--- config.mk ---
export PLATFORM = sky130hd
export DESIGN_NAME = asert_div
export DESIGN_NICKNAME = d
export VERILOG_FILES = /design/src/rtl/asert_pkg.sv /design/src/rtl/asert_div.sv
export SDC_FILE = /design/constraint.sdc
export NUM_CORES = 2
export LEC_CHECK = 0
export BUFFER_PORTS_ARGS = -buffer_cell sky130_fd_sc_hd__buf_2
export CAP_MARGIN = 20
export CORE_ASPECT_RATIO = 0.7
export CORE_UTILIZATION = 40
export CTS_CLUSTER_DIAMETER = 60
export DETAILED_ROUTE_END_ITERATION = 10
export GPL_TIMING_DRIVEN = 0
export SKIP_CTS_REPAIR_TIMING = 1
export SKIP_LAST_GASP = 1
export SYNTH_ARGS = -nofsm -noshare
export SYNTH_HDL_FRONTEND = slang
export SYNTH_SLANG_ARGS = --single-unit
export TNS_END_PERCENT = 1
--- constraint.sdc ---
create_clock -name clk -period 9.2 [get_ports clk]
set_clock_uncertainty 0.15 [all_clocks]
set_input_delay 0.46 -clock clk [delete_from_list [all_inputs] [get_ports clk]]
set_output_delay 0.46 -clock clk [all_outputs]
set_load 0.05 [all_outputs]
--- src/rtl/asert_pkg.sv ---
`timescale 1ns / 1ps

package asert_pkg;

	// quotient bits kept by the exponent divider
	localparam int QBITS = 25;

	// result classification
	localparam logic [1:0] KIND_COMPUTED = 2'd0;
	localparam logic [1:0] KIND_ONE      = 2'd1;
	localparam logic [1:0] KIND_LIMIT    = 2'd2;

	// configuration register indexes
	localparam logic [2:0] REG_POW_W0       = 3'd0;
	localparam logic [2:0] REG_POW_W1       = 3'd1;
	localparam logic [2:0] REG_POW_W2       = 3'd2;
	localparam logic [2:0] REG_POW_W3       = 3'd3;
	localparam logic [2:0] REG_HALF_LIFE    = 3'd4;
	localparam logic [2:0] REG_SPACING      = 3'd5;
	localparam logic [2:0] REG_ANCHOR_TIME  = 3'd6;
	localparam logic [2:0] REG_ANCHOR_BITS  = 3'd7;

	// cubic approximation of 2^x in 48-bit fixed point
	localparam logic [47:0] POLY_A     = 48'd195766423245049;
	localparam logic [29:0] POLY_B     = 30'd971821376;
	localparam logic [12:0] POLY_C     = 13'd5127;
	localparam logic [63:0] POLY_ROUND = 64'h0000_8000_0000_0000;
	localparam logic [16:0] FACTOR_ONE = 17'd65536;

	localparam logic signed [9:0] SHIFT_MIN = -10'sd256;
	localparam logic signed [9:0] SHIFT_MAX = 10'sd15;

	localparam logic [255:0] TARGET_ONE = 256'd1;

	typedef struct packed {
		logic [23:0] prev_height;
		logic [31:0] prev_time;
	} in_item_t;

	typedef struct packed {
		logic [31:0] next_bits;
		logic [1:0]  clamp_kind;
	} result_t;

	typedef struct packed {
		logic [255:0] limit_target;
		logic [30:0]  half_life;
		logic [15:0]  target_spacing;
		logic [31:0]  anchor_time;
		logic [31:0]  anchor_bits;
	} cfg_t;

	// divider result: overflow flag, sign and magnitude of the truncated exponent
	typedef struct packed {
		logic             big;
		logic             neg;
		logic [QBITS-1:0] mag;
	} expo_t;

	typedef struct packed {
		logic [1:0]        kind;
		logic signed [9:0] shifts;
		logic [16:0]       factor;
	} factor_t;

	typedef struct packed {
		logic [1:0]   kind;
		logic [255:0] value;
	} target_t;

endpackage

--- src/rtl/asert_div.sv ---
`timescale 1ns / 1ps

module asert_div (
	input  logic                clk,
	input  logic                arst_n,
	input  asert_pkg::cfg_t     cfg,
	input  logic                item_valid,
	output logic                item_stall,
	input  asert_pkg::in_item_t item,
	output logic                expo_valid,
	input  logic                expo_stall,
	output asert_pkg::expo_t    expo
);

	localparam int NSTEP = asert_pkg::QBITS;
	localparam int NS    = NSTEP + 4;

	logic [NS-1:0] vld_q;
	logic [NS-1:0] stl;

	logic [30:0] hl;

	logic signed [32:0] diff_s1;
	logic [40:0]        prod_s1;
	logic signed [42:0] err_s2;
	logic               neg_s3;
	logic [41:0]        mag_s3;

	logic             neg_sn [0:NSTEP];
	logic             big_sn [0:NSTEP];
	logic [30:0]      rem_sn [0:NSTEP];
	logic [NSTEP-1:0] w_sn   [0:NSTEP];

	logic [31:0] r2 [0:NSTEP-1];
	logic        ge [0:NSTEP-1];

	assign hl = (cfg.half_life == '0) ? 31'd1 : cfg.half_life;

	always_comb begin
		for (int k = 0; k < NS; k++) begin
			stl[k] = expo_stall & (&(vld_q | NS'((1 << k) - 1)));
		end
	end

	assign item_stall = stl[0];
	assign expo_valid = vld_q[NS-1];
	assign expo       = '{big: big_sn[NSTEP], neg: neg_sn[NSTEP], mag: w_sn[NSTEP]};

	always_ff @(posedge clk or negedge arst_n) begin
		if (!arst_n) begin
			vld_q <= '0;
		end else begin
			if (!stl[0]) vld_q[0] <= item_valid;
			for (int k = 1; k < NS; k++) begin
				if (!stl[k]) vld_q[k] <= vld_q[k-1];
			end
		end
	end

	// restoring division, one quotient bit per stage
	always_comb begin
		for (int j = 0; j < NSTEP; j++) begin
			r2[j] = {rem_sn[j], w_sn[j][NSTEP-1]};
			ge[j] = r2[j] >= {1'b0, hl};
		end
	end

	always_ff @(posedge clk) begin
		if (!stl[0]) begin
			diff_s1 <= $signed({1'b0, item.prev_time}) - $signed({1'b0, cfg.anchor_time});
			prod_s1 <= 41'(cfg.target_spacing) * 41'({1'b0, item.prev_height} + 25'd1);
		end
		if (!stl[1]) begin
			err_s2 <= 43'(diff_s1) - $signed({2'b00, prod_s1});
		end
		if (!stl[2]) begin
			neg_s3 <= err_s2[42];
			mag_s3 <= err_s2[42] ? 42'(-err_s2) : 42'(err_s2);
		end
		if (!stl[3]) begin
			neg_sn[0] <= neg_s3;
			// quotient would need more than QBITS bits
			big_sn[0] <= mag_s3 >= {2'b00, hl, 9'b0};
			rem_sn[0] <= mag_s3[39:9];
			w_sn[0]   <= {mag_s3[8:0], 16'h0000};
		end
		for (int j = 0; j < NSTEP; j++) begin
			if (!stl[4+j]) begin
				neg_sn[j+1] <= neg_sn[j];
				big_sn[j+1] <= big_sn[j];
				rem_sn[j+1] <= ge[j] ? 31'(r2[j] - {1'b0, hl}) : r2[j][30:0];
				w_sn[j+1]   <= {w_sn[j][NSTEP-2:0], ge[j]};
			end
		end
	end

endmodule

==> metrics.cfg <==
[run_status]
status=completed

[die]
start_util_pct=40.3
die_y_um=432
die_w_um=616
core_area_sq_mm=0.262
die_area_sq_mm=0.266
num_rows=157
ioPinCount=456

[critical_path]
cp-end-kind=register
slowest_stage=xnor2_1
path_class=in2reg
path_max_fanout=10
max_stage_delay_ps=730
startpoint_type=input port
critPathRequiredTime_ps=9620
worstPathArrival_ps=9250
worst_path_most_repeated_cell=fa_1

[layout]
synthToLayoutAreaGrowth_pct=11.5
final_cell_area_sq_mm=0.118
final_common_cell=edfxtp_1
multi_input_area_sq_mm=0.0606
final_cells=14100
most-common-layout-cells=edfxtp_1 (1357), ha_1 (994), a21oi_1 (779)
nets=12300
layout-drive-gt1-share_pct=10.2
nFillCells=24400
regArea_sq_mm=0.0415

[yosys]
syn_area_per_cell_sq_um=10.5
synth_seq_cells=1386
synth_area_sq_mm=0.106
yosysSeqAreaShare_pct=39.2
ys.flop_type=edfxtp_1
yosysWarningCount=0
synth-edff-count=1357
async_reset_ff_share_pct=2.09
synthCells=10100
synthDistinctLibCells=91
syn_nets=11900

[pwr]
clock_power_share_pct=12.7
p_seq_share_pct=26.8
comb_power_share_pct=60.5
ir_worst_vdd_mv=0.722
power_leakage_nw=49.5
intPower_w=0.0293
power_w=0.0524
p_sw_w=0.0231
swShare_pct=44.1
power_density_mw_per_mm2=444

[route]
drt_first_pass_iters=8
vias_per_cell=5.72
post_drt_wl_per_cell_um=22.2
first_iter_violations=7792
wirelength_um=314000
drtAntennaViolNets=0
drcViolationCount=0
vias=80900

[sta]
layout_setup_ws_ps=371
finalCritPeriodShare_pct=96.0
slew-limit-headroom_pct=15.7
report.final.slew_viol_count=0
rsz0062_at_grt=yes
worst_pin_slew_ps=1250
worst_hold_slack_ps=16.1
hold_viol_final=0
fin_crit_ps=8830
setup-violations-final=0
max_freq_mhz=113

[placement]
hpwlAfterDp_um=243000
placed_cells=13800
port_buffers=164
gp_congestion=0.936
placed_cell_area_sq_mm=0.112
dpl_worst_slack_ps=-753

[job]
cap_violations=0

[clock_tree]
cts_inserted_buffers=167
root_buffer=clkbuf_16
cts_tree=yes
h-tree-depth=4
cts_sinks=1386
clkTransAtPathRegs_ps=60
clk_latency_ps=890
clockBufferDepth=4

[global_routing]
grt-ovfl-total=0
grt_pass1_wl_um=474000
grt_pass1_vias=77400
grt_max_degree=57
antenna_found_initial=19
grt.total_usage_pct=23.1

[min_path]
hp-class=in2reg

-- final cells by class --
class	instances	area share (%)
plain buffers	271	1.02
clock inverters	103	0.855
repair buffers	241	1.82
well taps	3498	3.71
multi-input cells	7746	51.4
flip-flops and latches	1386	35.2
inverters	691	2.23
diodes	6	0.0127
clock buffers	192	3.73
-- metal layers --
metal  share of wire (%)  GRT usage [%]  wire length, um
met1                  50           35.9           156000
met2                  40           33.0           127000
met3                 7.4           3.56            23200
met4                 2.5           5.82             7820
met5               0.022              0               68
-- kinds of logic (layout without fill, tap and decap cells) --
logic type                 Yosys count  count (layout)  share of synthesized area, %
and+or+nand+nor                   2546            2546                          11.7
DFF                               1386            1386                          39.2
buffers and inverters              962            1498                          3.58
other                                0               6                             0
adders and majority gates         1340            1340                          18.3
muxes                              445             445                          4.80
xor gates and xnor gates           777             777                          6.44
AOI/OAI and AO/OA                 2638            2638                          15.9
-- worst max-delay path: cells and delay by family --
kind	cells	cell delay, ps
AOI/OAI and AO/OA	10	2280
buffers and inverters	6	1340
and+or+nand+nor	3	590
adders and majority gates	8	3700
xor gates and xnor gates	2	830
-- cells in the mapped netlist (all sizes together), types with 203 or more instances --
library cell	instances	area, sq um
a21o	456	3420
o21ai	572	2870
clkbuf	203	762
nand2	745	2800
a21oi	780	3910
xnor2	478	4190
mux2	417	4790
fa	346	6930
edfxtp	1357	40700
xor2	299	2620
nor2	576	2160
ha	994	12400
inv	691	2590
and2	229	1430
-- flip-flops by register name (all words and copies together), names as in the netlist, 26 cells and up --
signal   cells
rem_sn     775
w_sn       370
mag_s3      42
vld_q       29
big_sn      26
err_s2      43
diff_s1     33
neg_sn      26
prod_s1     41
-- stage by stage --
step | utilization (%) | TNS [ps]
2_1_floorplan | - | 0
4_1_cts | 44.9 | 0
6_report | 45.0 | 0
3_5_place_dp | 42.8 | -5370
5_1_grt | 45.0 | -41.7
3_3_place_gp | 42.3 | -456170
-- worst paths after layout --
kind	from	endpoint	slack (ps)	cells past startpoint
min reg2reg	w_sn[3][2]	w_sn[3][28]	190	0
max reg2reg	w_sn[2][24]	rem_sn[0][303]	3570	16
max	item[32]	prod_s1[38]	370	29
min	item[7]	diff_s1[7]	20	4
max in group asynchronous	arst_n	vld_q[0]	8020	2
min in group asynchronous	arst_n	vld_q[24]	190	2
-- power groups by stage --
| stage | Clock (W) | Sequential, W | Combinational (W) |
|---|---|---|---|
| global placement | 0 | 0.0141 | 0.0305 |
| CTS | 0.00680 | 0.0140 | 0.0313 |
| floorplan | 0 | 0.0131 | 0.0233 |
| detailed placement | 0 | 0.0141 | 0.0310 |
| finish | 0.00664 | 0.0141 | 0.0317 |
| global route | 0.00703 | 0.0143 | 0.0348 |
Note: power is estimated with default switching activity, not from simulation.
