--- config.mk ---
export PLATFORM = sky130hd
export DESIGN_NAME = asert_cmpct
export DESIGN_NICKNAME = d
export VERILOG_FILES = /design/src/rtl/asert_pkg.sv /design/src/rtl/asert_cmpct.sv
export SDC_FILE = /design/constraint.sdc
export NUM_CORES = 1
export LEC_CHECK = 0
export BUFFER_PORTS_ARGS = -buffer_cell sky130_fd_sc_hd__buf_4
export CAP_MARGIN = 20
export CORE_MARGIN = 8
export CORE_UTILIZATION = 52
export CTS_CLUSTER_DIAMETER = 50
export DETAILED_ROUTE_END_ITERATION = 8
export PLACE_DENSITY = 0.85
export SLEW_MARGIN = 0
export SYNTH_ARGS = -nofsm -noshare
export SYNTH_HDL_FRONTEND = slang
export SYNTH_SLANG_ARGS = --single-unit
--- constraint.sdc ---
create_clock -name clk -period 12.9 [get_ports clk]
set_clock_uncertainty 0.1 [all_clocks]
set_input_delay 2.58 -clock clk [delete_from_list [all_inputs] [get_ports clk]]
set_output_delay 2.58 -clock clk [all_outputs]
set_load 0.005 [all_outputs]
--- src/rtl/asert_pkg.sv ---
`timescale 1ns / 1ps

package asert_pkg;

	// quotient bits kept by the exponent divider
	localparam int QBITS = 25;

	// result classification
	localparam logic [1:0] KIND_COMPUTED = 2'd0;
	localparam logic [1:0] KIND_ONE      = 2'd1;
	localparam logic [1:0] KIND_LIMIT    = 2'd2;

	// configuration register indexes
	localparam logic [2:0] REG_POW_W0       = 3'd0;
	localparam logic [2:0] REG_POW_W1       = 3'd1;
	localparam logic [2:0] REG_POW_W2       = 3'd2;
	localparam logic [2:0] REG_POW_W3       = 3'd3;
	localparam logic [2:0] REG_HALF_LIFE    = 3'd4;
	localparam logic [2:0] REG_SPACING      = 3'd5;
	localparam logic [2:0] REG_ANCHOR_TIME  = 3'd6;
	localparam logic [2:0] REG_ANCHOR_BITS  = 3'd7;

	// cubic approximation of 2^x in 48-bit fixed point
	localparam logic [47:0] POLY_A     = 48'd195766423245049;
	localparam logic [29:0] POLY_B     = 30'd971821376;
	localparam logic [12:0] POLY_C     = 13'd5127;
	localparam logic [63:0] POLY_ROUND = 64'h0000_8000_0000_0000;
	localparam logic [16:0] FACTOR_ONE = 17'd65536;

	localparam logic signed [9:0] SHIFT_MIN = -10'sd256;
	localparam logic signed [9:0] SHIFT_MAX = 10'sd15;

	localparam logic [255:0] TARGET_ONE = 256'd1;

	typedef struct packed {
		logic [23:0] prev_height;
		logic [31:0] prev_time;
	} in_item_t;

	typedef struct packed {
		logic [31:0] next_bits;
		logic [1:0]  clamp_kind;
	} result_t;

	typedef struct packed {
		logic [255:0] limit_target;
		logic [30:0]  half_life;
		logic [15:0]  target_spacing;
		logic [31:0]  anchor_time;
		logic [31:0]  anchor_bits;
	} cfg_t;

	// divider result: overflow flag, sign and magnitude of the truncated exponent
	typedef struct packed {
		logic             big;
		logic             neg;
		logic [QBITS-1:0] mag;
	} expo_t;

	typedef struct packed {
		logic [1:0]        kind;
		logic signed [9:0] shifts;
		logic [16:0]       factor;
	} factor_t;

	typedef struct packed {
		logic [1:0]   kind;
		logic [255:0] value;
	} target_t;

endpackage

--- src/rtl/asert_cmpct.sv ---
`timescale 1ns / 1ps

module asert_cmpct (
	input  logic               clk,
	input  logic               arst_n,
	input  logic               target_valid,
	output logic               target_stall,
	input  asert_pkg::target_t target,
	output logic               result_valid,
	input  logic               result_stall,
	output asert_pkg::result_t result
);

	localparam int NS = 3;

	logic [NS-1:0] vld_q;
	logic [NS-1:0] stl;

	logic [5:0]   sz;
	logic [279:0] ext;
	logic [5:0]   sz_s1, sz_s2;
	logic [255:0] val_s1;
	logic [1:0]   kind_s1, kind_s2, kind_s3;
	logic [23:0]  c_s2;
	logic [31:0]  bits_s3;

	always_comb begin
		for (int k = 0; k < NS; k++) begin
			stl[k] = result_stall & (&(vld_q | NS'((1 << k) - 1)));
		end
	end

	assign target_stall = stl[0];
	assign result_valid = vld_q[NS-1];
	assign result       = '{next_bits: bits_s3, clamp_kind: kind_s3};

	// significant byte count
	always_comb begin
		sz = '0;
		for (int b = 0; b < 32; b++) begin
			if (|target.value[8*b +: 8]) sz = 6'(b + 1);
		end
	end

	assign ext = {val_s1, 24'h000000};

	always_ff @(posedge clk or negedge arst_n) begin
		if (!arst_n) begin
			vld_q <= '0;
		end else begin
			if (!stl[0]) vld_q[0] <= target_valid;
			for (int k = 1; k < NS; k++) begin
				if (!stl[k]) vld_q[k] <= vld_q[k-1];
			end
		end
	end

	always_ff @(posedge clk) begin
		if (!stl[0]) begin
			sz_s1   <= sz;
			val_s1  <= target.value;
			kind_s1 <= target.kind;
		end
		if (!stl[1]) begin
			c_s2    <= ext[{sz_s1, 3'b000} +: 24];
			sz_s2   <= sz_s1;
			kind_s2 <= kind_s1;
		end
		if (!stl[2]) begin
			// keep the mantissa clear of the sign bit
			if (c_s2[23]) begin
				bits_s3 <= {8'(sz_s2) + 8'd1, 8'h00, c_s2[23:8]};
			end else begin
				bits_s3 <= {8'(sz_s2), c_s2};
			end
			kind_s3 <= kind_s2;
		end
	end

endmodule
==> metrics.md <==
| Metric | Value |
|---|---|
| Pins Over Slew Limit | `0` |
| Die ar. | `40200 µm²` |
| Gr ovfl total | `0` |
| Cells after DPL | `1809` |
| DRC | `0` |
| Met3 routed WL | `6.68 mm` |
| CP arrival | `3400 ps` |
| Nets | `1663` |
| Pin count of the biggest net entering global routing | `146` |
| Initial drt markers | `1955` |
| PnR Total Power | `2.93 mW` |
| Post-synth ARST share | `0.906%` |
| Post CTS Setup Buffer Count | `0` |
| Xor/xnor share of the synthesized area | `0.247%` |
| Area fraction in compound gates after synthesis | `6.56%` |
| Hold/Removal Path Class | `register to register` |
| Layout cell share with drive strength beyond 1 | `39.7%` |
| Final hold violation count | `0` |
| P_leak | `7.41 nW` |
| Skew-Pair Late Insertion Delay | `540 ps` |
| R2R cell count | `7` |
| CP Cell Sequence | `buf_4 -> nand4_1 -> inv_1 -> buf_4` |
| WL/cell | `30.6 µm` |
| Top post-synthesis cells by count | `edfxtp_1, mux4_2, nand2_1` |
| Fin crit share | `47.2%` |
| Most common cell in the netlist | `edfxtp_1` |
| Vias | `12852` |
| DRT Wirelength | `57.2 mm` |
| Number of port buffers | `295` |
| Total track usage | `27.6%` |
| Min Clock Period, post-route | `6080 ps` |
| Post-synth top area share | `55.6%` |
| Die extent in x | `201 µm` |
| Diode count | `0` |
| Hold-critical path depth | `0` |
| RSZ-0062 raised after global routing | `false` |
| Max Buffers Root-to-Sink | `3` |
| Clk pin slew, worst setup/hold paths | `60 ps` |
| Mapped Area | `17700 µm²` |
| Syn Inst Count | `1125` |
| Die Ht | `201 µm` |
| CTS Buf Count | `37` |
| Post-synth EDFFs | `328` |
| Worst hold start | `kind_s1[0]$_DFFE_PN_` |
| Dominant cell type by area after synthesis | `edfxtp_1` |
| Synth warnings | `0` |
| Metal2 WL | `26.5 mm` |
| Core area | `33500 µm²` |
| Worst-Margin Slew | `1110 ps` |
| Main combinational cell family by area after synthesis | `multiplexers` |
| Synthesized area per cell | `15.7 µm²` |
| Slowest cell on crit path | `inv_1` |
| CP Capture Type | `primary output` |
| Synth Area in Simple Gates | `8.17%` |
| Post-layout util | `63.5%` |
| DRT met1 WL | `21.3 mm` |
| Crit start category | `input port` |
| Critical path required time | `10220 ps` |
| Initial core utilization | `52.8%` |
| CTS Hold Bufs | `0` |
| CTS tree | `built` |
| WP buf/inv | `3` |
| VDD IR max | `99.0 µV` |
| Vias per cell | `6.86` |
| ANT nets after route | `0` |
| First-pass GRT wire length | `83.7 mm` |
| Most used cell, CP | `buf_4` |
| Setup violations, final | `0` |
| Crit Reg-Reg Endpoint | `c_s2[9]$_DFFE_PN_` |
| Status | `completed` |
| CP max stage delay | `310 ps` |
| Sequential share of the synthesized area | `56.1%` |
| Worst R2R Setup Slack | `8910 ps` |
| WS Path Type | `input port to primary output` |
| Max Used Layer | `met4` |
| Number of global-route vias before repair | `12934` |
| Drt pass-1 iters | `8` |
| Post-synthesis mux area share | `26.2%` |
| HPWL Detailed | `44.0 mm` |
| Layout area overhead | `20.3%` |
| H-tree depth | `2` |
| RR Startpoint | `sz_s1[1]$_SDFFCE_PP0N_` |
| Relative slew margins | `26.1%` |
| GPL Wtd Cong | `1.00` |
| Hold endpoint | `kind_s2[0]$_DFFE_PN_` |
| Row count | `67` |
| Post-synthesis adder-cell area fraction | `0.0707%` |
| Non-Filler Instances | `1873` |
| Initial antenna violation count | `0` |
| Power density cells | `138 nW/µm²` |
| IO Pins | `298` |
| Worst Path Max Fanout | `3` |
| CTS root buf | `clkbuf_16` |
| Synth cell types | `62` |
| Dominant synthesized flop cell | `edfxtp_1` |
| Resized cells post-CTS | `0` |
| #FFs+latches synth | `331` |
| Clock sinks | `331` |
| Synth area leaders | `edfxtp_1, mux4_2, mux2i_1, mux2_2, nor4_1` |
| Crit path max-delay family | `buffers and inverters` |
| Achievable frequency | `164 MHz` |
| Max cap viols | `0` |
sequential cells by signal, indices dropped and copies added, names as in the netlist:
signal / count
kind_s3: 2
bits_s3: 30
vld_q: 3
kind_s1: 2
kind_s2: 2
sz_s2: 6
c_s2: 24
sz_s1: 6
val_s1: 256
how the worst max path moves through the flow:
stage | cells past startpoint | start | to
6_report | 4 | result_stall | target_stall
4_1_cts | 4 | result_stall | target_stall
5_1_grt | 4 | result_stall | target_stall
3_5_place_dp | 4 | result_stall | target_stall
3_3_place_gp | 4 | result_stall | target_stall
2_1_floorplan | 2 | result_stall | target_stall
worst reg2reg max path: stages, from the launching register on:
cell       delay [ps]
edfxtp_1          350
buf_4             860
buf_4             660
nand2b_1          530
o221ai_1          470
nor2_1            120
nor4_1            500
o2bb2ai_1         210
cell usage in the layout, fill, tap and decap left out, drive strengths merged, types with 5 or more instances in the layout:
master	count
a21oi	44
o22ai	10
clkbuf	44
nor2	52
nand2	73
a2111oi	5
o221ai	13
nor2b	17
nand2b	8
o21a	5
nor4	52
edfxtp	328
or2	7
a221oi	9
a211oi	15
or4	16
inv	9
a221o	8
a31oi	5
nand4	15
a311oi	6
o21ai	23
mux2i	65
buf	314
nand3	17
mux2	30
nor3	6
clkinv	15
mux4	162
where the power goes:
group	switching, mW	internal (mW)
Clock	0.420	0.562
Sequential	0.0970	1.32
Combinational	0.262	0.267
Total	0.779	2.15
metal layers:
layer	up-vias	track usage (%)
met1	6364	37.2
met5	-	0
met3	141	6.18
met2	1030	42.9
li1	5317	-
met4	0	12.2
final cells by class:
cell class,count,area (µm²)
timing repair buffer,314,2370
clock inverter,20,148
clock buffer,44,973
fill,2439,12200
multi-input combinational,710,7310
tap,448,561
sequential,331,9920
inverter,6,22.5
stage by stage:
stage / cell area (µm²) / hold slack [ps] / setup TNS (ps) / setup WS (ps)
after floorplan: 17700 / 300 / -47060 / -898
after global placement: 20200 / 306 / 0 / 6750
after detailed placement: 20200 / 305 / 0 / 6770
after CTS: 21300 / 321 / 0 / 6760
after global routing: 21300 / 339 / 0 / 6770
final: 21300 / 319 / 0 / 6820
cell families (layout without fill, tap and decap cells):
logic type                 Yosys count  count (layout)
and+or+nand+nor                    278             278
other                                1               2
buffers and inverters               85             384
xor gates and xnor gates             5               5
adders and majority gates            1               1
DFF                                331             331
muxes                              257             257
AOI/OAI and AO/OA                  167             167
Note: power is estimated with default switching activity, not from simulation.
