===== src/rtl/asert_pkg.sv =====
`timescale 1ns / 1ps

package asert_pkg;

	// quotient bits kept by the exponent divider
	localparam int QBITS = 25;

	// result classification
	localparam logic [1:0] KIND_COMPUTED = 2'd0;
	localparam logic [1:0] KIND_ONE      = 2'd1;
	localparam logic [1:0] KIND_LIMIT    = 2'd2;

	// configuration register indexes
	localparam logic [2:0] REG_POW_W0       = 3'd0;
	localparam logic [2:0] REG_POW_W1       = 3'd1;
	localparam logic [2:0] REG_POW_W2       = 3'd2;
	localparam logic [2:0] REG_POW_W3       = 3'd3;
	localparam logic [2:0] REG_HALF_LIFE    = 3'd4;
	localparam logic [2:0] REG_SPACING      = 3'd5;
	localparam logic [2:0] REG_ANCHOR_TIME  = 3'd6;
	localparam logic [2:0] REG_ANCHOR_BITS  = 3'd7;

	// cubic approximation of 2^x in 48-bit fixed point
	localparam logic [47:0] POLY_A     = 48'd195766423245049;
	localparam logic [29:0] POLY_B     = 30'd971821376;
	localparam logic [12:0] POLY_C     = 13'd5127;
	localparam logic [63:0] POLY_ROUND = 64'h0000_8000_0000_0000;
	localparam logic [16:0] FACTOR_ONE = 17'd65536;

	localparam logic signed [9:0] SHIFT_MIN = -10'sd256;
	localparam logic signed [9:0] SHIFT_MAX = 10'sd15;

	localparam logic [255:0] TARGET_ONE = 256'd1;

	typedef struct packed {
		logic [23:0] prev_height;
		logic [31:0] prev_time;
	} in_item_t;

	typedef struct packed {
		logic [31:0] next_bits;
		logic [1:0]  clamp_kind;
	} result_t;

	typedef struct packed {
		logic [255:0] limit_target;
		logic [30:0]  half_life;
		logic [15:0]  target_spacing;
		logic [31:0]  anchor_time;
		logic [31:0]  anchor_bits;
	} cfg_t;

	// divider result: overflow flag, sign and magnitude of the truncated exponent
	typedef struct packed {
		logic             big;
		logic             neg;
		logic [QBITS-1:0] mag;
	} expo_t;

	typedef struct packed {
		logic [1:0]        kind;
		logic signed [9:0] shifts;
		logic [16:0]       factor;
	} factor_t;

	typedef struct packed {
		logic [1:0]   kind;
		logic [255:0] value;
	} target_t;

endpackage


===== src/rtl/asert_pow.sv =====
`timescale 1ns / 1ps

module asert_pow (
	input  logic               clk,
	input  logic               arst_n,
	input  logic               expo_valid,
	output logic               expo_stall,
	input  asert_pkg::expo_t   expo,
	output logic               factor_valid,
	input  logic               factor_stall,
	output asert_pkg::factor_t factor
);

	localparam int NS = 5;

	logic [NS-1:0] vld_q;
	logic [NS-1:0] stl;

	logic [25:0] sexp;

	logic signed [9:0] sh_s1, sh_s2, sh_s3, sh_s4, sh_s5;
	logic [1:0]        kind_s1, kind_s2, kind_s3, kind_s4, kind_s5;
	logic [15:0]       frac_s1, frac_s2;
	logic [31:0]       f2_s2;
	logic [63:0]       af_s2, af_s3;
	logic [47:0]       f3_s3;
	logic [63:0]       bf2_s3;
	logic [63:0]       cf3_s4, sab_s4;
	logic [63:0]       total;
	logic [16:0]       factor_s5;

	always_comb begin
		for (int k = 0; k < NS; k++) begin
			stl[k] = factor_stall & (&(vld_q | NS'((1 << k) - 1)));
		end
	end

	assign expo_stall   = stl[0];
	assign factor_valid = vld_q[NS-1];
	assign factor       = '{kind: kind_s5, shifts: sh_s5, factor: factor_s5};

	assign sexp  = expo.neg ? 26'(-{1'b0, expo.mag}) : {1'b0, expo.mag};
	assign total = sab_s4 + cf3_s4;

	always_ff @(posedge clk or negedge arst_n) begin
		if (!arst_n) begin
			vld_q <= '0;
		end else begin
			if (!stl[0]) vld_q[0] <= expo_valid;
			for (int k = 1; k < NS; k++) begin
				if (!stl[k]) vld_q[k] <= vld_q[k-1];
			end
		end
	end

	always_ff @(posedge clk) begin
		if (!stl[0]) begin
			// floor split of the signed 10.16 exponent
			sh_s1   <= $signed(sexp[25:16]);
			frac_s1 <= sexp[15:0];
			if (expo.big) begin
				kind_s1 <= expo.neg ? asert_pkg::KIND_ONE : asert_pkg::KIND_LIMIT;
			end else begin
				kind_s1 <= asert_pkg::KIND_COMPUTED;
			end
		end
		if (!stl[1]) begin
			if (kind_s1 != asert_pkg::KIND_COMPUTED) begin
				kind_s2 <= kind_s1;
			end else if (sh_s1 <= asert_pkg::SHIFT_MIN) begin
				kind_s2 <= asert_pkg::KIND_ONE;
			end else if (sh_s1 >= asert_pkg::SHIFT_MAX) begin
				kind_s2 <= asert_pkg::KIND_LIMIT;
			end else begin
				kind_s2 <= asert_pkg::KIND_COMPUTED;
			end
			sh_s2   <= sh_s1;
			frac_s2 <= frac_s1;
			f2_s2   <= 32'(frac_s1) * 32'(frac_s1);
			af_s2   <= 64'(asert_pkg::POLY_A) * 64'(frac_s1);
		end
		if (!stl[2]) begin
			kind_s3 <= kind_s2;
			sh_s3   <= sh_s2;
			f3_s3   <= 48'(f2_s2) * 48'(frac_s2);
			bf2_s3  <= 64'(asert_pkg::POLY_B) * 64'(f2_s2);
			af_s3   <= af_s2;
		end
		if (!stl[3]) begin
			kind_s4 <= kind_s3;
			sh_s4   <= sh_s3;
			cf3_s4  <= 64'(asert_pkg::POLY_C) * 64'(f3_s3);
			sab_s4  <= af_s3 + bf2_s3 + asert_pkg::POLY_ROUND;
		end
		if (!stl[4]) begin
			kind_s5   <= kind_s4;
			sh_s5     <= sh_s4;
			factor_s5 <= asert_pkg::FACTOR_ONE + 17'(total[63:48]);
		end
	end

endmodule


===== config.mk =====
export PLATFORM = sky130hd
export DESIGN_NAME = asert_pow
export DESIGN_NICKNAME = d
export VERILOG_FILES = /design/src/rtl/asert_pkg.sv /design/src/rtl/asert_pow.sv
export SDC_FILE = /design/constraint.sdc
export NUM_CORES = 2
export LEC_CHECK = 0
export ABC_CLOCK_PERIOD_IN_PS = 6720
export BUFFER_PORTS_ARGS = -buffer_cell sky130_fd_sc_hd__buf_2
export CAP_MARGIN = 20
export CORE_MARGIN = 5
export CORE_UTILIZATION = 50
export CTS_CLUSTER_SIZE = 20
export DETAILED_ROUTE_END_ITERATION = 10
export GPL_TIMING_DRIVEN = 1
export PLACE_DENSITY_LB_ADDON = 0.12
export SLEW_MARGIN = 0
export SYNTH_ARGS = -nofsm -noshare
export SYNTH_HDL_FRONTEND = slang
export SYNTH_SLANG_ARGS = --single-unit

===== constraint.sdc =====
create_clock -name clk -period 6.72 [get_ports clk]
set_input_delay 1.008 -clock clk [delete_from_list [all_inputs] [get_ports clk]]
set_output_delay 1.008 -clock clk [all_outputs]
set_load 0.02 [all_outputs]

==> results <==
- For this run, the register share of the synthesized area comes to 0.186.
- The tightest min-delay check is of the in -> async type.
- The share of post-route cells with drive strength above 1 is 0.105.
- The vertical extent of the die is 409 um.
- Counting flops and latches in the post-synthesis netlist gives 493.
- The core area is about 160000 um^2.
- The routed via count divided by cell count is ~5.4.
- The tightest hold path in the finished design has a slack of between 0.1 and 0.15 ns.
- The total of warnings raised by yosys is 0.
- The data arrival time of the critical path is 7.08 ns.
- For this run, the top clock speed supported by timing is 0.150 GHz.
- TritonCTS built the clock tree.
- The half-perimeter wire length after detailed placement is 191 mm.
- Max-cap violations in this run came to 0.
- The count of TritonRoute iterations in the first routing pass is 5.
- Among all flip-flop cells after synthesis, the most frequent one is sky130_fd_sc_hd__edfxtp_1.
- The number of synthesized flops with an enable pin is 488.
- The critical path goes through buf_6 > fa_2 > inv_2 > fa_1 > fa_1 > fa_1 > fa_1 > inv_1 > fa_1 > inv_1 > fa_1 > inv_2 > ha_4 > a21oi_4 > o21bai_1 > a21o_1 > a21o_1 > a21o_1 > a221oi_2 > o21ai_2 > a21oi_2 > nor3_1 > or3b_1.
- The critical path launch point type is a register.
- Clock tree synthesis selected as its root buffer the cell sky130_fd_sc_hd__clkbuf_16.
- The boundary pin count is just over 60.
- The most numerous cell type found on the critical path is sky130_fd_sc_hd__fa_1.
- Grouping stages by cell kind, the critical path spends the most delay in adder cells.
- After global routing the overflow that remains totals 0.
- The relative max-transition margin is 0.329.
- The clock latency at the later pin of the worst-skew pair is 0.68 ns.
- The max-slew violation count is 0.
- For the final routed database, the setup TNS stands at 0 ns.
- The number of cell rows is roughly 150.
- The total length of routed wires is between 200 and 250 mm.
- The cell area after synthesis is 79400 um^2.
- At the end of the flow, the number of nets in the layout was between 10000 and 15000.
- The H-tree was split into 2 levels.
- For this design, the sink count on the clock tree is 493.
- The flow ran to the end, and the final reports show no timing, DRC or antenna violations.
- Setup violations remaining at the end of the flow were counted as 0.
- The post-synthesis instance total is 7775.
- The count of buffering cells on the critical path with inverters included is 5.
- The via count of the routed design is 55900.
- The width of the die is about 410 um.
- The count of cell types in the netlist is 97.
- The via count of the first global-routing pass is 59000.
- In this run, the number of DRC markers left after iteration 0 of detailed routing was around 3700.
- The beginning of the critical path is f2_s2[10].
- Clock skew on the completed layout was measured at 0.0357 ns.
- After layout, the minimum clock period comes to 6.69 ns.
- The delay of the slowest cell on the worst path is 0.60 ns.
- The maximum fanout encountered on the critical timing path is 3.
- From synthesis to final layout, the design area changed by 12.0%.
- The initial utilization of the core area, before any placement, comes to 0.502.
- Input and output buffers added on the ports amount to 60.
- After synthesis, the share of flip-flops with an asynchronous set or reset is 0.0101.
- STA puts the critical path data required time at 7.11 ns.
- In the finished design, the share of the clock period the worst path needs comes to 0.995.
- The number of hold buffers added after CTS was 0.
- The kind of capture point of the worst setup path is a register.
- Clock-pin slew was measured on the worst setup and hold paths at 0.07 ns.
- The count of nets left with antenna violations once routing finished came out at 0.
- The library cell with the largest summed area after synthesis is sky130_fd_sc_hd__fa_1.
- The number of antenna violations at the first check in global routing is 9.
- The average instance in the mapped netlist occupies around 10 um^2.
- The final estimated routing congestion in global placement is 0.971.
- The worst setup margin is 0.0333 ns.
- The largest individual stage delay along the critical path comes from the cell sky130_fd_sc_hd__fa_2.
- The startpoint of the most critical register-to-register path is f2_s2[10].
- Across every metal layer, demand over resource in global routing totals 0.271.
- Setup repair after global routing could not meet its margin everywhere.
- The maximum number of pins on one net before global-route repair is between 150 and 200.
- The final-report hold violation count is 0.
- After detailed routing, the average wire length per cell comes to 21.6 um.
- The pre-CTS worst setup slack is -0.506 ns.
- The share of the core filled with cells is 0.562.
- The critical path in this run is classified as reg -> reg.
- Of the post-synthesis cell area, the dominant cell type holds 0.310.
- Counting the buffers created by CTS gives 57.
- The final routed DRC violation total is 0.
- In the synthesized netlist, the cells that appear most often are sky130_fd_sc_hd__inv_1, sky130_fd_sc_hd__ha_1, sky130_fd_sc_hd__fa_1, sky130_fd_sc_hd__nand2_1, sky130_fd_sc_hd__edfxtp_1.
- After synthesis, the cell types taking the most area are sky130_fd_sc_hd__fa_1, sky130_fd_sc_hd__ha_1, sky130_fd_sc_hd__edfxtp_1.
- Among all cell types in the netlist, the one instantiated most often is sky130_fd_sc_hd__inv_1.
- The first global-routing pass estimated 349 mm of wire.
- The clock passes through at most 3 buffers.
- The measured slew at the worst slew-check pin is 1.01 ns.
- The total die area is approximately 170000 um^2.
## layer usage
metal  wire, um  track usage  part of all wire  vias up
met1     101000        0.386              0.45    28100
met4       5830       0.0603             0.026        2
met5          7            0          0.000031        -
met2     105000        0.447              0.47     1423
met3      12600       0.0329             0.056      265
li1           -            -                 -    26100
## final timing paths
| kind | slack (ns) | depth (start not counted) | endpoint |
|---|---|---|---|
| worst max-delay path | 0.03 | 23 | bf2_s3[60] |
| worst min-delay path | 0.13 | 1 | vld_q[0] |
| worst max register to register | 0.03 | 23 | bf2_s3[60] |
| worst min register to register | 0.38 | 0 | af_s3[33] |
| max in group asynchronous | 6.45 | 1 | vld_q[3] |
| min in group clk | 0.38 | 0 | af_s3[33] |
## cell families after synthesis
| family | synth area share |
|---|---|
| buf+inv | 0.0920 |
| mux | 0.00104 |
| other cells | 0.0000946 |
| simple gates | 0.0858 |
| flops | 0.186 |
| fa+ha+maj | 0.512 |
| xor+xnor | 0.0340 |
| compound gates | 0.0891 |
## repair_timing
item	in CTS	in global routing
setup endpoints to repair	39	58
hold endpoints to repair	0	0
buffers inserted	8	25
cloned	0	2
gates resized for setup	31	165
pin swaps	7	51
## worst reg2reg max path, stage by stage, from the launching register on
cell                       delay (ns)
sky130_fd_sc_hd__edfxtp_1        0.48
sky130_fd_sc_hd__buf_6           0.18
sky130_fd_sc_hd__fa_2            0.60
sky130_fd_sc_hd__inv_2           0.05
sky130_fd_sc_hd__fa_1            0.52
sky130_fd_sc_hd__fa_1            0.44
sky130_fd_sc_hd__fa_1            0.48
sky130_fd_sc_hd__fa_1            0.50
sky130_fd_sc_hd__inv_1           0.05
sky130_fd_sc_hd__fa_1            0.47
sky130_fd_sc_hd__inv_1           0.05
sky130_fd_sc_hd__fa_1            0.49
sky130_fd_sc_hd__inv_2           0.05
sky130_fd_sc_hd__ha_4            0.22
sky130_fd_sc_hd__a21oi_4         0.15
sky130_fd_sc_hd__o21bai_1        0.07
sky130_fd_sc_hd__a21o_1          0.19
sky130_fd_sc_hd__a21o_1          0.17
sky130_fd_sc_hd__a21o_1          0.18
sky130_fd_sc_hd__a221oi_2        0.31
sky130_fd_sc_hd__o21ai_2         0.15
sky130_fd_sc_hd__a21oi_2         0.21
sky130_fd_sc_hd__nor3_1          0.07
sky130_fd_sc_hd__or3b_1          0.35
## final cells by class
class                   count  area (um^2)
well taps                2072         2590
multi-input cells        5358        58200
repair buffers            587         4860
fillers                 14000        69200
clock inverters            43          473
inverters                1765         6630
flip-flops and latches    493        14800
clock buffers              62         1450
diodes                      3         7.51
## registers in the layout (all words and copies together) (netlist names)
signal     flops
frac_s2       16
sh_s2         10
f2_s2         30
kind_s1        2
factor_s5     16
sab_s4        64
sh_s3         10
frac_s1       16
kind_s3        2
bf2_s3        54
af_s3         63
sh_s1         10
sh_s4         10
sh_s5         10
vld_q          5
cf3_s4        60
f3_s3         48
kind_s2        2
kind_s5        2
af_s2         61
kind_s4        2
## placed cells by master (no fill, tap or decap), types with 60 or more instances in the layout
cell	count
sky130_fd_sc_hd__o21ai_0	154
sky130_fd_sc_hd__ha_1	1258
sky130_fd_sc_hd__nor2_1	217
sky130_fd_sc_hd__inv_1	1748
sky130_fd_sc_hd__nand3_1	67
sky130_fd_sc_hd__a21o_1	210
sky130_fd_sc_hd__buf_4	464
sky130_fd_sc_hd__xor2_1	104
sky130_fd_sc_hd__nand4_1	63
sky130_fd_sc_hd__edfxtp_1	488
sky130_fd_sc_hd__buf_2	60
sky130_fd_sc_hd__and2_1	190
sky130_fd_sc_hd__nand2_1	587
sky130_fd_sc_hd__xnor2_1	200
sky130_fd_sc_hd__fa_1	1218
sky130_fd_sc_hd__a21oi_1	316
## metrics by stage
step	std cells	instance area, um^2
6_report	10400	89000
5_1_grt	10400	88900
4_1_cts	10400	88000
3_5_place_dp	10200	85800
3_3_place_gp	10200	85800
2_1_floorplan	7790	79500
Power is not shown: default switching activity piles up to over one toggle a cycle in this logic, so the estimate is an artifact.
